$ cat config.mk
export PLATFORM = sky130hd
export DESIGN_NAME = mtep_in_stage
export DESIGN_NICKNAME = d
export VERILOG_FILES = /design/src/design/assert_macros.svh /design/src/design/mtep_pkg.sv /design/src/design/mtep_in_stage.sv
export SDC_FILE = /design/constraint.sdc
export NUM_CORES = 1
export LEC_CHECK = 0
export BUFFER_PORTS_ARGS = -buffer_cell sky130_fd_sc_hd__buf_2
export CORE_AREA = 2 2 39 41
export CTS_CLUSTER_DIAMETER = 40
export DETAILED_ROUTE_END_ITERATION = 10
export DIE_AREA = 0 0 41 43
export GPL_TIMING_DRIVEN = 1
export SETUP_SLACK_MARGIN = 0.02
export SLEW_MARGIN = 40
export SYNTH_ARGS = -nofsm -noshare
export SYNTH_HDL_FRONTEND = slang
export SYNTH_SLANG_ARGS = --single-unit
$ cat constraint.sdc
create_clock -name clk_i -period 2.6 [get_ports clk_i]
set_input_delay 0.52 -clock clk_i [delete_from_list [all_inputs] [get_ports clk_i]]
set_output_delay 0.52 -clock clk_i [all_outputs]
set_load 0.05 [all_outputs]
$ cat src/design/assert_macros.svh
// Concurrent assertion helpers
`ifndef ASSERT_MACROS_SVH
`define ASSERT_MACROS_SVH

`ifndef NO_ASSERTIONS
`define ASSERT_CLK(label, clk, rst_n, prop) \
  label: assert property (@(posedge clk) disable iff (!(rst_n)) (prop)) \
    else $error("assertion failed");
`define ASSERT_NEVER_CLK(label, clk, rst_n, cond) \
  label: assert property (@(posedge clk) disable iff (!(rst_n)) !(cond)) \
    else $error("forbidden condition seen");
`else
`define ASSERT_CLK(label, clk, rst_n, prop)
`define ASSERT_NEVER_CLK(label, clk, rst_n, cond)
`endif

`endif

$ cat src/design/mtep_pkg.sv
package mtep_pkg;

  localparam int unsigned TIME_WIDTH = 48;
  localparam int unsigned VLQ_WIDTH  = 28;
  localparam int unsigned LEN_WIDTH  = 32;

  localparam logic [7:0] TAG_M = 8'h4D;
  localparam logic [7:0] TAG_T = 8'h54;
  localparam logic [7:0] TAG_R = 8'h72;
  localparam logic [7:0] TAG_K = 8'h6B;

  localparam logic [7:0] STATUS_META    = 8'hFF;
  localparam logic [7:0] STATUS_SYS_LOW = 8'hF0;
  localparam logic [7:0] META_END_TRACK = 8'h2F;

  localparam logic [3:0] TYPE_PROGRAM  = 4'hC;
  localparam logic [3:0] TYPE_PRESSURE = 4'hD;

  typedef enum logic [3:0] {
    PH_TAG    = 4'd0,
    PH_LEN    = 4'd1,
    PH_DELTA  = 4'd2,
    PH_STATUS = 4'd3,
    PH_ARGS   = 4'd4,
    PH_MTYPE  = 4'd5,
    PH_MLEN   = 4'd6,
    PH_SKIP   = 4'd7
  } phase_e;

  typedef enum logic [1:0] {
    ERR_NONE   = 2'd0,
    ERR_TAG    = 2'd1,
    ERR_STATUS = 2'd2,
    ERR_LENGTH = 2'd3
  } err_e;

  typedef enum logic {
    CAT_CHANNEL = 1'b0,
    CAT_META    = 1'b1
  } cat_e;

  typedef struct packed {
    logic       valid;
    logic [7:0] data;
  } byte_stage_t;

  typedef struct packed {
    cat_e                  category;
    logic [7:0]            kind;
    logic [3:0]            channel;
    logic [7:0]            arg_first;
    logic [7:0]            arg_second;
    logic [VLQ_WIDTH-1:0]  delta_ticks;
    logic [TIME_WIDTH-1:0] absolute_ticks;
    logic [LEN_WIDTH-1:0]  chunk_length;
    logic                  track_end;
    err_e                  error_code;
  } evt_t;

  function automatic logic [7:0] tag_letter(input logic [1:0] idx);
    logic [7:0] r;
    unique case (idx)
      2'd0: r = TAG_M;
      2'd1: r = TAG_T;
      2'd2: r = TAG_R;
      default: r = TAG_K;
    endcase
    return r;
  endfunction

  // program change and channel pressure take one data byte
  function automatic logic [1:0] arg_count(input logic [3:0] ev_type);
    return (ev_type == TYPE_PROGRAM || ev_type == TYPE_PRESSURE) ? 2'd1 : 2'd2;
  endfunction

endpackage

$ cat src/design/mtep_in_stage.sv
module mtep_in_stage import mtep_pkg::*; (
  input  logic        clk_i,
  input  logic        rst_ni,
  input  logic        valid_i,
  input  logic [7:0]  data_i,
  output logic        ready_o,
  input  logic        consume_i,
  output byte_stage_t stage_o
);

  logic       valid_q, valid_d;
  logic [7:0] data_q, data_d;
  logic       load;

  assign ready_o = !valid_q || consume_i;
  assign load    = valid_i && ready_o;

  always_comb begin
    valid_d = valid_q;
    data_d  = data_q;
    if (load) begin
      valid_d = 1'b1;
      data_d  = data_i;
    end else if (consume_i) begin
      valid_d = 1'b0;
    end
  end

  always_ff @(posedge clk_i or negedge rst_ni) begin
    if (!rst_ni) begin
      valid_q <= 1'b0;
    end else begin
      valid_q <= valid_d;
    end
  end

  always_ff @(posedge clk_i) begin
    data_q <= data_d;
  end

  assign stage_o.valid = valid_q;
  assign stage_o.data  = data_q;

endmodule

Word-level counts from Yosys, hierarchy flattened
Cells that the tools add are included.

word-level totals
  bits in registers = 9
  input bits = 12
  output and inout bits = 10
  word-level logic and storage cells = 8

cells by class
  mux-type cells = 2
  reductions and logical operators = 4

operators by type and width
  operator            number
  1-bit 2-to-1 mux    2
  2-bit nonzero test  1
  1-bit logical AND   1
  1-bit zero test     1
  1-bit logical OR    1

Longest topological paths before layout
  word-level depth = 4
  depth in mapped cells = 2
  depth with buffers taken out = 2

Least setup slack after synthesis
Ideal clock, no wire load.

  path kind = input -> output
  from = input consume_i
  to = output ready_o
  data arrival time = 0.721 ns
  data required time = 2.080 ns
  slack = 1.359 ns
  cell stages on the path = 1
  buffers on the path = 0
  path through = nand2b_4

on the way
  longest elaborated chain between the ends = 1

ends and longest elaborated chain
  what              line                 source
  from (decl)       mtep_in_stage.sv:7   input logic consume_i,
  1-bit logical OR  mtep_in_stage.sv:15  assign ready_o = !valid_q || consume_i;
  to (decl)         mtep_in_stage.sv:6   output logic ready_o,

Every way passes these cells.

Worst setup path after layout
  from = register valid_q
  to = output ready_o

on the way
  longest elaborated chain between the ends = 2

ends and longest elaborated chain
  what                    line                 source
  from (decl)             mtep_in_stage.sv:11  logic valid_q, valid_d;
  from (signal assigned)  mtep_in_stage.sv:33  valid_q <= valid_d;
  1-bit zero test         mtep_in_stage.sv:15
  1-bit logical OR        mtep_in_stage.sv:15

Every way passes these cells.

==> impl_metrics.csv <==
group,metric,value,unit
status,status,"complete, no violations",
timing,finalCritPeriodShare,58.2,%
clock_tree,cts_sinks,9,
final_layout,nets,50,
clock_tree,cts_resized,0,
routing,drc_errors,0,
worst_setup_path,critPathMaxStageDelay,0.40,ns
timing,drv_slew,0,
yosys,avgSynthCellArea,23.2,um2
final_layout,diodes,0,
timing,tightest_slew,0.261,ns
yosys,syn_area,302,um2
yosys,yosysSeqAreaShare,88.0,%
clock_tree,tritoncts,"built",
clock_tree,hold_buffers,0,
yosys,synth_fa_ha_area_share,0,%
global_routing,grt_pass1_vias,204,
yosys,synthesis.instances,13,
routing,vias,202,
routing,ant_nets,0,
worst_setup_path,crit_family,"flip-flops",
clock_tree,post_cts_buffers,0,
power_and_ir_drop,ir_worst_vdd,276,uV
die,die_w,41,um
place,place_congestion,0.666,
worst_setup_path,cp_max_fo,3,
die,die_area,0.00176,mm2
final_layout,instances_no_fill,53,
final_layout,layout_common_cells,"21 x buf_2, 8 x edfxtp_1, 3 x clkbuf_4",
timing,fmax,0.661,GHz
timing,whs,0.0265,ns
timing,slew_headroom,82.8,%
timing,setup_violations,0,
final_layout,final_util,32.3,%
global_routing,grt_usage,7.75,%
routing,wl_per_cell,10.4,um
clock_tree,root_buffer,"clkbuf_4",
final_layout,final_layout_size_suffix_gt1_share,73.0,%
global_routing,grt_pass1_wl,828,um
power_and_ir_drop,cellLeakagePower,0.000202,uW
worst_setup_path,cp_slowest_cell,"dfrtp_1",
final_layout,area_delta_synth_final,48.1,%
die,rows,14,
yosys,ys_ff_latch,9,
worst_setup_path,cp.required,2.08,ns
yosys,synth_nets,25,
clock_tree,clkLatencyLatePin,0.26,ns
clock_tree,cts_buffers,3,
clock_tree,clk_pin_slew,0.06,ns
clock_tree,cts.path.max_buffers,2,
worst_setup_path,critPathBufInv,1,
die,start_util,21.8,%
place,dpl-instance-area,419,um2
clock_tree,htreeDepth,1,
place,portBuffers,21,
routing,routed_wirelength,549,um
yosys,synth_compound_area_share,0,%
routing,dr.pass1.iters,2,
final_layout,design_area,447,um2
die,die_h,43,um
yosys,synthXorXnorAreaFrac,0,%
final_layout,layout_commonest_cell,"buf_2",
worst_setup_path,crit_path_end_kind,"output pin",
timing,finalCriticalPeriod,1.51,ns
yosys,yosys.area_share.simple,9.54,%
power_and_ir_drop,powerDensity,744,mW/mm2
timing,hold_viol_final,0,
routing,drtIter0Drc,3,
worst_hold_path,hp-class,"primary input to asynchronous set/reset pin",
routing,via_per_inst,3.81,
run,maxCapViolCount,0,
global_routing,grt_max_degree,9,
place,dp.cells,49,
yosys,ys_warn_count,0,
timing,rsz0062_at_grt,"false",
global_routing,grt_antenna_before_repair,0,
die,fp.coreArea,0.00138,mm2
timing,tns,0,ns
die,num_io_pins,22,
timing,finClkSkew,0.00974,ns
worst_setup_path,worstPathArrival,0.99,ns
global_routing,grt-ovfl-total,0,
worst_setup_path,path_class,"flop to output pin",
yosys,post_synth_num_cell_types,6,
yosys,synth.mux.area_fraction,0,%
yosys,synth_top_family_by_area,"simple AND/OR/NAND/NOR gates",
worst_setup_path,cp_cell_sequence,"nand2b_4, buf_2",
worst_setup_path,start_kind,"flop",
cells in the mapped netlist:
library cell / instances / area [um2]
nand2b_4: 1 / 13.8
buf_4: 1 / 7.51
nand2b_1: 1 / 6.26
edfxtp_1: 8 / 240
and2_4: 1 / 8.76
dfrtp_1: 1 / 25.0
worst paths after layout:
check                      startpoint   endpoint  slack, ns  cells past startpoint
max                           valid_q    ready_o       1.09                      2
min in group clk_i          data_i[6]  data_q[6]       0.43                      1
min                            rst_ni    valid_q       0.03                      1
max reg2reg                   valid_q  data_q[1]       1.62                      2
min reg2reg                   valid_q    valid_q       0.54                      2
max in group asynchronous      rst_ni    valid_q       2.49                      1
per-layer routing:
layer | global-route usage, % | vias up | part of all wire, %
met5 | 0 | - | 0
met4 | 4.00 | 0 | 1.1
met3 | 7.85 | 2 | 23
met2 | 9.38 | 25 | 34
met1 | 8.45 | 82 | 42
li1 | - | 93 | -
report_power, final:
| part | leakage [uW] | internal [uW] | switching [uW] |
|---|---|---|---|
| sequential | 0.0000869 | 167 | 2.44 |
| combinational | 0.0000975 | 14.8 | 40.4 |
| clock | 0.0000177 | 56.7 | 51.0 |
sequential cells by signal, summed over array words and instances (netlist names):
| signal | flops |
|---|---|
| data_q | 8 |
| valid_q | 1 |
stage by stage:
step                      total power, uW  setup slack [ns]
after global placement                228              1.12
after global routing                  348              1.05
after detailed placement              229              1.11
after floorplan                       213              1.36
after CTS                             336              1.08
final                                 332              1.09
kinds of logic (layout without fill, tap and decap cells):
family                 Yosys count  count (layout)
buffers and inverters            1              25
flip-flops                       9               9
AND/OR/NAND/NOR                  3               3
area by class of cell:
class | count | area [um2]
timing repair buffer | 21 | 105
multi-input combinational | 3 | 28.8
tap | 16 | 20.0
clock inverter | 1 | 5.00
clock buffer | 3 | 22.5
fill | 151 | 937
sequential | 9 | 265
No activity file was read; power rests on OpenSTA's default activity.
