--- src/design/assert_macros.svh ---
// Concurrent assertion helpers
`ifndef ASSERT_MACROS_SVH
`define ASSERT_MACROS_SVH

`ifndef NO_ASSERTIONS
`define ASSERT_CLK(label, clk, rst_n, prop) \
  label: assert property (@(posedge clk) disable iff (!(rst_n)) (prop)) \
    else $error("assertion failed");
`define ASSERT_NEVER_CLK(label, clk, rst_n, cond) \
  label: assert property (@(posedge clk) disable iff (!(rst_n)) !(cond)) \
    else $error("forbidden condition seen");
`else
`define ASSERT_CLK(label, clk, rst_n, prop)
`define ASSERT_NEVER_CLK(label, clk, rst_n, cond)
`endif

`endif

--- src/design/mtep_pkg.sv ---
package mtep_pkg;

  localparam int unsigned TIME_WIDTH = 48;
  localparam int unsigned VLQ_WIDTH  = 28;
  localparam int unsigned LEN_WIDTH  = 32;

  localparam logic [7:0] TAG_M = 8'h4D;
  localparam logic [7:0] TAG_T = 8'h54;
  localparam logic [7:0] TAG_R = 8'h72;
  localparam logic [7:0] TAG_K = 8'h6B;

  localparam logic [7:0] STATUS_META    = 8'hFF;
  localparam logic [7:0] STATUS_SYS_LOW = 8'hF0;
  localparam logic [7:0] META_END_TRACK = 8'h2F;

  localparam logic [3:0] TYPE_PROGRAM  = 4'hC;
  localparam logic [3:0] TYPE_PRESSURE = 4'hD;

  typedef enum logic [3:0] {
    PH_TAG    = 4'd0,
    PH_LEN    = 4'd1,
    PH_DELTA  = 4'd2,
    PH_STATUS = 4'd3,
    PH_ARGS   = 4'd4,
    PH_MTYPE  = 4'd5,
    PH_MLEN   = 4'd6,
    PH_SKIP   = 4'd7
  } phase_e;

  typedef enum logic [1:0] {
    ERR_NONE   = 2'd0,
    ERR_TAG    = 2'd1,
    ERR_STATUS = 2'd2,
    ERR_LENGTH = 2'd3
  } err_e;

  typedef enum logic {
    CAT_CHANNEL = 1'b0,
    CAT_META    = 1'b1
  } cat_e;

  typedef struct packed {
    logic       valid;
    logic [7:0] data;
  } byte_stage_t;

  typedef struct packed {
    cat_e                  category;
    logic [7:0]            kind;
    logic [3:0]            channel;
    logic [7:0]            arg_first;
    logic [7:0]            arg_second;
    logic [VLQ_WIDTH-1:0]  delta_ticks;
    logic [TIME_WIDTH-1:0] absolute_ticks;
    logic [LEN_WIDTH-1:0]  chunk_length;
    logic                  track_end;
    err_e                  error_code;
  } evt_t;

  function automatic logic [7:0] tag_letter(input logic [1:0] idx);
    logic [7:0] r;
    unique case (idx)
      2'd0: r = TAG_M;
      2'd1: r = TAG_T;
      2'd2: r = TAG_R;
      default: r = TAG_K;
    endcase
    return r;
  endfunction

  // program change and channel pressure take one data byte
  function automatic logic [1:0] arg_count(input logic [3:0] ev_type);
    return (ev_type == TYPE_PROGRAM || ev_type == TYPE_PRESSURE) ? 2'd1 : 2'd2;
  endfunction

endpackage

--- src/design/mtep_core.sv ---
module mtep_core import mtep_pkg::*; (
  input  logic        clk_i,
  input  logic        rst_ni,
  input  byte_stage_t stage_i,
  input  logic        can_take_i,
  output logic        fire_o,
  output logic        res_valid_o,
  output evt_t        res_o
);

  phase_e                phase_q, phase_d;
  logic [2:0]            idx_q, idx_d;
  logic [LEN_WIDTH-1:0]  len_q, len_d;
  logic [VLQ_WIDTH-1:0]  vlq_q, vlq_d;
  logic [VLQ_WIDTH-1:0]  delta_q, delta_d;
  logic [TIME_WIDTH-1:0] time_q, time_d;
  logic [7:0]            status_q, status_d;
  logic [15:0]           args_q, args_d;
  logic [VLQ_WIDTH-1:0]  skip_q, skip_d;

  logic [7:0]            b;
  logic [2:0]            idx_inc;
  logic [VLQ_WIDTH-1:0]  vlq_next;
  logic [VLQ_WIDTH-1:0]  skip_dec;
  logic [3:0]            ev_type;
  logic [1:0]            need;
  logic [15:0]           args_new;
  logic                  meta_end;
  evt_t                  meta_res;
  evt_t                  chan_res;

  assign fire_o   = stage_i.valid && can_take_i;
  assign b        = stage_i.data;
  assign idx_inc  = idx_q + 3'd1;
  assign vlq_next = {vlq_q[VLQ_WIDTH-8:0], b[6:0]};
  assign skip_dec = skip_q - VLQ_WIDTH'(1);
  assign ev_type  = status_q[7:4];
  assign need     = arg_count(ev_type);
  assign args_new = (idx_q == 3'd0) ? {8'h00, b} : {b, args_q[7:0]};
  assign meta_end = (args_q[7:0] == META_END_TRACK);

  always_comb begin
    meta_res                = '0;
    meta_res.category       = CAT_META;
    meta_res.kind           = args_q[7:0];
    meta_res.delta_ticks    = delta_q;
    meta_res.absolute_ticks = time_q;
    meta_res.chunk_length   = len_q;
    meta_res.track_end      = meta_end;
    meta_res.error_code     = ERR_NONE;

    chan_res                = '0;
    chan_res.category       = CAT_CHANNEL;
    chan_res.kind           = {4'h0, ev_type};
    chan_res.channel        = status_q[3:0];
    chan_res.arg_first      = args_new[7:0];
    chan_res.arg_second     = (need == 2'd2) ? args_new[15:8] : 8'h00;
    chan_res.delta_ticks    = delta_q;
    chan_res.absolute_ticks = time_q;
    chan_res.chunk_length   = len_q;
    chan_res.error_code     = ERR_NONE;
  end

  always_comb begin
    phase_d     = phase_q;
    idx_d       = idx_q;
    len_d       = len_q;
    vlq_d       = vlq_q;
    delta_d     = delta_q;
    time_d      = time_q;
    status_d    = status_q;
    args_d      = args_q;
    skip_d      = skip_q;
    res_valid_o = 1'b0;
    res_o       = '0;

    if (fire_o) begin
      unique case (phase_q)
        PH_TAG: begin
          if (b == tag_letter(idx_q[1:0])) begin
            idx_d = idx_inc;
            if (idx_inc[2]) begin
              idx_d   = 3'd0;
              len_d   = '0;
              phase_d = PH_LEN;
            end
          end else begin
            res_valid_o      = 1'b1;
            res_o.error_code = ERR_TAG;
            idx_d            = (b == TAG_M) ? 3'd1 : 3'd0;
          end
        end
        PH_LEN: begin
          len_d = {len_q[LEN_WIDTH-9:0], b};
          idx_d = idx_inc;
          if (idx_inc[2]) begin
            idx_d   = 3'd0;
            vlq_d   = '0;
            time_d  = '0;
            phase_d = PH_DELTA;
          end
        end
        PH_DELTA: begin
          vlq_d = vlq_next;
          idx_d = idx_inc;
          if (!b[7]) begin
            delta_d = vlq_next;
            time_d  = time_q + TIME_WIDTH'(vlq_next);
            idx_d   = 3'd0;
            phase_d = PH_STATUS;
          end else if (idx_inc[2]) begin
            res_valid_o      = 1'b1;
            res_o.error_code = ERR_LENGTH;
            idx_d            = 3'd0;
            phase_d          = PH_TAG;
          end
        end
        PH_STATUS: begin
          if (b == STATUS_META) begin
            status_d = b;
            phase_d  = PH_MTYPE;
          end else if (!b[7] || b >= STATUS_SYS_LOW) begin
            res_valid_o      = 1'b1;
            res_o.error_code = ERR_STATUS;
            idx_d            = 3'd0;
            phase_d          = PH_TAG;
          end else begin
            status_d = b;
            args_d   = '0;
            idx_d    = 3'd0;
            phase_d  = PH_ARGS;
          end
        end
        PH_ARGS: begin
          args_d = args_new;
          idx_d  = idx_inc;
          if (idx_inc >= {1'b0, need}) begin
            res_valid_o = 1'b1;
            res_o       = chan_res;
            idx_d       = 3'd0;
            vlq_d       = '0;
            phase_d     = PH_DELTA;
          end
        end
        PH_MTYPE: begin
          args_d  = {8'h00, b};
          idx_d   = 3'd0;
          vlq_d   = '0;
          phase_d = PH_MLEN;
        end
        PH_MLEN: begin
          vlq_d = vlq_next;
          idx_d = idx_inc;
          if (!b[7]) begin
            skip_d = vlq_next;
            idx_d  = 3'd0;
            if (vlq_next == '0) begin
              res_valid_o = 1'b1;
              res_o       = meta_res;
              vlq_d       = '0;
              phase_d     = meta_end ? PH_TAG : PH_DELTA;
            end else begin
              phase_d = PH_SKIP;
            end
          end else if (idx_inc[2]) begin
            res_valid_o      = 1'b1;
            res_o.error_code = ERR_LENGTH;
            idx_d            = 3'd0;
            phase_d          = PH_TAG;
          end
        end
        PH_SKIP: begin
          skip_d = skip_dec;
          if (skip_dec == '0) begin
            res_valid_o = 1'b1;
            res_o       = meta_res;
            idx_d       = 3'd0;
            vlq_d       = '0;
            phase_d     = meta_end ? PH_TAG : PH_DELTA;
          end
        end
        default: begin
          phase_d = PH_TAG;
          idx_d   = 3'd0;
        end
      endcase
    end
  end

  always_ff @(posedge clk_i or negedge rst_ni) begin
    if (!rst_ni) begin
      phase_q  <= PH_TAG;
      idx_q    <= 3'd0;
      len_q    <= '0;
      vlq_q    <= '0;
      delta_q  <= '0;
      time_q   <= '0;
      status_q <= 8'h00;
      args_q   <= 16'h0000;
      skip_q   <= '0;
    end else begin
      phase_q  <= phase_d;
      idx_q    <= idx_d;
      len_q    <= len_d;
      vlq_q    <= vlq_d;
      delta_q  <= delta_d;
      time_q   <= time_d;
      status_q <= status_d;
      args_q   <= args_d;
      skip_q   <= skip_d;
    end
  end

endmodule

--- config.mk ---
export PLATFORM = sky130hd
export DESIGN_NAME = mtep_core
export DESIGN_NICKNAME = d
export VERILOG_FILES = /design/src/design/assert_macros.svh /design/src/design/mtep_pkg.sv /design/src/design/mtep_core.sv
export SDC_FILE = /design/constraint.sdc
export NUM_CORES = 1
export LEC_CHECK = 0
export BUFFER_PORTS_ARGS = -buffer_cell sky130_fd_sc_hd__buf_2
export CAP_MARGIN = 20
export CORE_ASPECT_RATIO = 0.9
export CORE_MARGIN = 10
export CORE_UTILIZATION = 55
export DETAILED_ROUTE_END_ITERATION = 6
export PLACE_DENSITY = 0.83
export SYNTH_ARGS = -nofsm -noshare
export SYNTH_HDL_FRONTEND = slang
export SYNTH_SLANG_ARGS = --single-unit
--- constraint.sdc ---
create_clock -name clk_i -period 4.1 [get_ports clk_i]
set_input_delay 0.205 -clock clk_i [delete_from_list [all_inputs] [get_ports clk_i]]
set_output_delay 0.205 -clock clk_i [all_outputs]
set_load 0.1 [all_outputs]
; Yosys cells after proc, flatten, opt, wreduce, memory -nomap -nowiden
; Cells that the tools add are included.
[word_totals]
inputBits = 12
regBits = 180
output_inout_bits = 142
[classes]
n_mux = 70
bitwise_logic = 1
magnitude_cmp = 2
eq_ne = 26
n_reduce_logical = 24
n_addsub = 3
[ops]
columns = op, n
row1 = 140-bit 2-to-1 mux, 3
row2 = 138-bit one-hot mux with 3 select lines, 1
row3 = 138-bit 2-to-1 mux, 1
row4 = 135-bit 2-to-1 mux, 1
row5 = 21-bit one-hot mux with 6 select lines, 1
row6 = 21-bit 2-to-1 mux, 5
row7 = 48-bit 2-to-1 mux, 2
row8 = 48-bit one-hot mux with 2 select lines, 1
row9 = 32-bit 2-to-1 mux, 2
row10 = 32-bit one-hot mux with 2 select lines, 1
row11 = 28-bit zero test, 2
row12 = 8-bit 2-to-1 mux, 7
row13 = 28-bit one-hot mux with 2 select lines, 1
row14 = 48-bit by 28-bit adder with 48-bit output, 1
row15 = 4-bit 2-to-1 mux, 8
row16 = 4-bit one-hot mux with 8 select lines, 1
row17 = 28-bit 2-to-1 mux, 1
row18 = 28-bit by 1-bit subtractor with 28-bit output (second input constant), 1
row19 = 8-bit one-hot mux with 3 select lines, 1
row20 = 3-bit 2-to-1 mux, 7
row21 = 2-bit != test (second input constant), 10
row22 = 2-bit 2-to-1 mux, 9
row23 = 3-bit one-hot mux with 6 select lines, 1
row24 = 6-bit one-hot mux with 3 select lines, 1
row25 = other kinds (32), 57

; Logic depth before layout (Yosys ltp)
[logic_depth]
ltp_word = 8
mapped_depth = 12

; Worst setup path after synthesis
; Ideal clock, no wire load.
[synth_path]
kind = reg-to-output
start = reg skip_q[0]
end = out res_valid_o
stages_incl_launch_ff = 10
slack_ns = -1.163
arrival_time_ns = 5.058
required_time_ns = 3.895
path_cell_list = dfrtp_1 -> inv_1 -> ha_1 -> nor3b_2 -> nand3_1 -> nor4_4 -> xnor2_1 -> nor4_4 -> a21oi_1 -> nor4_1
[synth_between]
elab_chain_cells = 5
[synth_lines]
columns = item, line_no
row1 = from (decl), mtep_core.sv:19  ; logic [VLQ_WIDTH-1:0] skip_q, skip_d;
row2 = from (signal assigned), mtep_core.sv:210  ; skip_q <= skip_d;
row3 = 28-bit by 1-bit subtractor with 28-bit output, mtep_core.sv:36  ; assign skip_dec = skip_q - VLQ_WIDTH'(1);
row4 = 28-bit zero test, mtep_core.sv:174  ; if (skip_dec == '0) begin
row5 = 1-bit 2-to-1 mux, mtep_core.sv:174
row6 = 1-bit one-hot mux with 6 select lines, mtep_core.sv:78  ; unique case (phase_q)
row7 = 1-bit 2-to-1 mux, mtep_core.sv:77  ; if (fire_o) begin
row8 = to (decl), mtep_core.sv:7  ; output logic res_valid_o,
; Every way passes these cells.

==> flow_summary.ini <==
[outcome]
outcome = finished clean

[drt]
vias = 11000
vias_per_cell = 6.23
dr.pass1.iters = 6
drt_wl_total_um = 35200
drt.antenna.violating_nets = 0
first_iter_violations = 1106
detail_route.wl_per_cell_um = 19.9
drc = 0

[power]
power_density_nw_per_um2 = 463
leakagePower_nw = 6.35
ir_drop_mv = 0.369

[setup_path]
critPathKind = reg2out
cp.arrival_ns = 3.83
cp_cell_sequence = or4_1, or3_4, o31ai_2, nand4_1, nor4_4, nand2_2, a211oi_4, buf_4, buf_12, and2_1, buf_12
cp_slowest_cell = or4_1
critPathLaunchType = register
cp.buffers_inverters = 3
crit_required_ns = 3.89
end_kind = output pin
max_stage_delay_ns = 0.55
crit_family = simple AND/OR/NAND/NOR gates
crit_fanout = 34
cp_common_cell = buf_12

[cts]
cts-root-buf = clkbuf_16
clk_pin_slew_ns = 0.07
insertion_delay_ns = 0.44
clock_sinks = 180
cts_tree = done
cts_made_buffers = 17
htreeDepth = 4
cts.path.max_buffers = 2

[place]
place_hpwl_um = 24600
place_area_sq_um = 13900
placedCellCount = 1723
gp_congestion = 0.974
place.port_buffers = 153
pre_cts_slack_ns = 0.215

[sta]
hold_viol = 0
skew_ns = 0.00927
post-route-period-util = 0.984
tns_ns = 0
tightest_slew_ns = 0.974
setup_ws_ns = 0.0645
setup_viol_count_final = 0
min_period_ns = 4.04
max_freq_ghz = 0.248
relSlewSlack = 0.351
drv_slew = 0

[yosys]
ys_seq_area_frac = 0.400
async_flop_share = 1.00
synth_most_common_cell = dfrtp_1
synth.avg_cell_area_sq_um = 8.18
synth.top_cell.area_share = 0.400
synth_edf_count = 0
synth_seq_cells = 180
synth_top_area_cell = dfrtp_1
synth_ff_type = dfrtp_1
syn-num-nets = 1425
yosys-top-cells-area = dfrtp_1, and2_1, o21ai_0
synthesis.area_sq_um = 11300
yosysWarnings = 0
synthCells = 1376
synth.distinct_cells = 72
synthTopCellsByCount = dfrtp_1, nand2_1, o21ai_0

[worst_hold_path]
hp-class = in2reg

[floorplanning]
initial_core_util = 0.562
die_h_um = 156
ios = 154
core_sq_um = 20000
die_x_um = 171
placementRows = 49
die-area_sq_um = 26600

[grt]
grt_pass1_wl_um = 55800
grt_max_degree = 116
grtUsageTotal = 0.257
grt-ovfl-total = 0
grt_pass1_vias = 10500
antenna_found_initial = 1

[flow_run]
maxCapViolCount = 0

[finish]
syn_to_final_growth_pct = 30.1
nNetsFinal = 1545
fin_cells = 1765
final_util = 0.731
drive_above_1_share = 0.167
fin_area_sq_um = 14600
-- flip-flops by register name, summed over array words and instances, names as in the netlist --
register  count
time_q       48
len_q        32
delta_q      28
skip_q       28
vlq_q        21
args_q        8
status_q      8
phase_q       4
idx_q         3
-- metal layers --
layer	share of wire	global-route usage
met1	0.39	0.325
met4	0.043	0.0914
met5	0	0
met2	0.46	0.409
met3	0.10	0.0797
-- what timing repair did --
action,in CTS,in global routing
setup endpoints to repair,118,116
hold buffers,1,0
cloned,0,1
resized for setup,2,14
buffers inserted,2,2
pin swaps,1,3
endpoints found under the hold margin,38,0
-- final timing paths --
| path | from | end | slack, ns | depth (start not counted) |
|---|---|---|---|---|
| max | skip_q[8] | res_o[30] | 0.06 | 11 |
| min | stage_i[0] | len_q[0] | 0.17 | 3 |
| max reg2reg | vlq_q[10] | time_q[45] | 0.59 | 9 |
| min reg2reg | delta_q[21] | delta_q[21] | 0.47 | 2 |
| max in group asynchronous | rst_ni | len_q[24] | 3.00 | 3 |
| min in group asynchronous | rst_ni | skip_q[13] | 0.31 | 2 |
-- worst register-to-register path, stage by stage (launching register included) --
cell and delay [ns]:
dfrtp_1 0.49, ha_1 0.45, nand4_1 0.24, or4_1 0.58, nor3_1 0.16, a221o_1 0.19, o211ai_1 0.27, and2_1 0.37
or4_1 0.54, a21oi_1 0.15
-- kinds of logic after synthesis --
kind of cell / Yosys count / share of synthesized area
AO/OA/AOI/OAI: 372 / 0.203
AND/OR/NAND/NOR: 588 / 0.268
flip-flops: 180 / 0.400
XOR/XNOR: 33 / 0.0257
multiplexers: 6 / 0.00578
adder cells (fa/ha/maj): 37 / 0.0418
buffers and inverters: 160 / 0.0551
-- cell usage in the layout, fill, tap and decap left out, types with 5 or more instances in the layout --
cell,n
a211oi_1,11
a21o_1,6
a21oi_1,79
a22o_1,18
a22oi_1,10
and2_1,116
and2_4,6
and3_1,8
buf_12,110
buf_2,44
buf_4,24
clkbuf_16,18
dfrtp_1,179
ha_1,35
inv_1,76
inv_6,5
nand2_1,170
nand2b_1,10
nand3_1,62
nand4_1,16
nor2_1,87
nor2b_1,8
nor3_1,22
nor4_1,28
o2111ai_1,5
o211ai_1,7
o21a_1,6
o21ai_0,148
o21bai_1,5
o22ai_1,9
o31ai_1,29
or3_1,12
or4_1,10
xnor2_1,22
xor2_1,11
-- where the power goes --
group	internal (W)	total (W)	switching (W)
combinational	0.000796	0.00218	0.00139
sequential	0.00223	0.00286	0.000628
clock	0.000983	0.00174	0.000758
-- area by class of cell --
cell class,instances,area [sq um]
diodes,1,2.50
inverters,77,289
fillers,1354,5400
flip-flops and latches,180,4510
clock buffers,18,439
well taps,255,319
clock inverters,14,174
multi-input cells,1036,6220
repair buffers,184,2700
-- per-stage QoR --
stage | hold WS [ns] | total power, W
after global routing | 0.178 | 0.00714
after global placement | 0.433 | 0.00479
after CTS | 0.159 | 0.00668
after floorplan | -0.0906 | 0.00425
final | 0.166 | 0.00678
after detailed placement | 0.446 | 0.00492
Power figures use the tool's default switching activity.
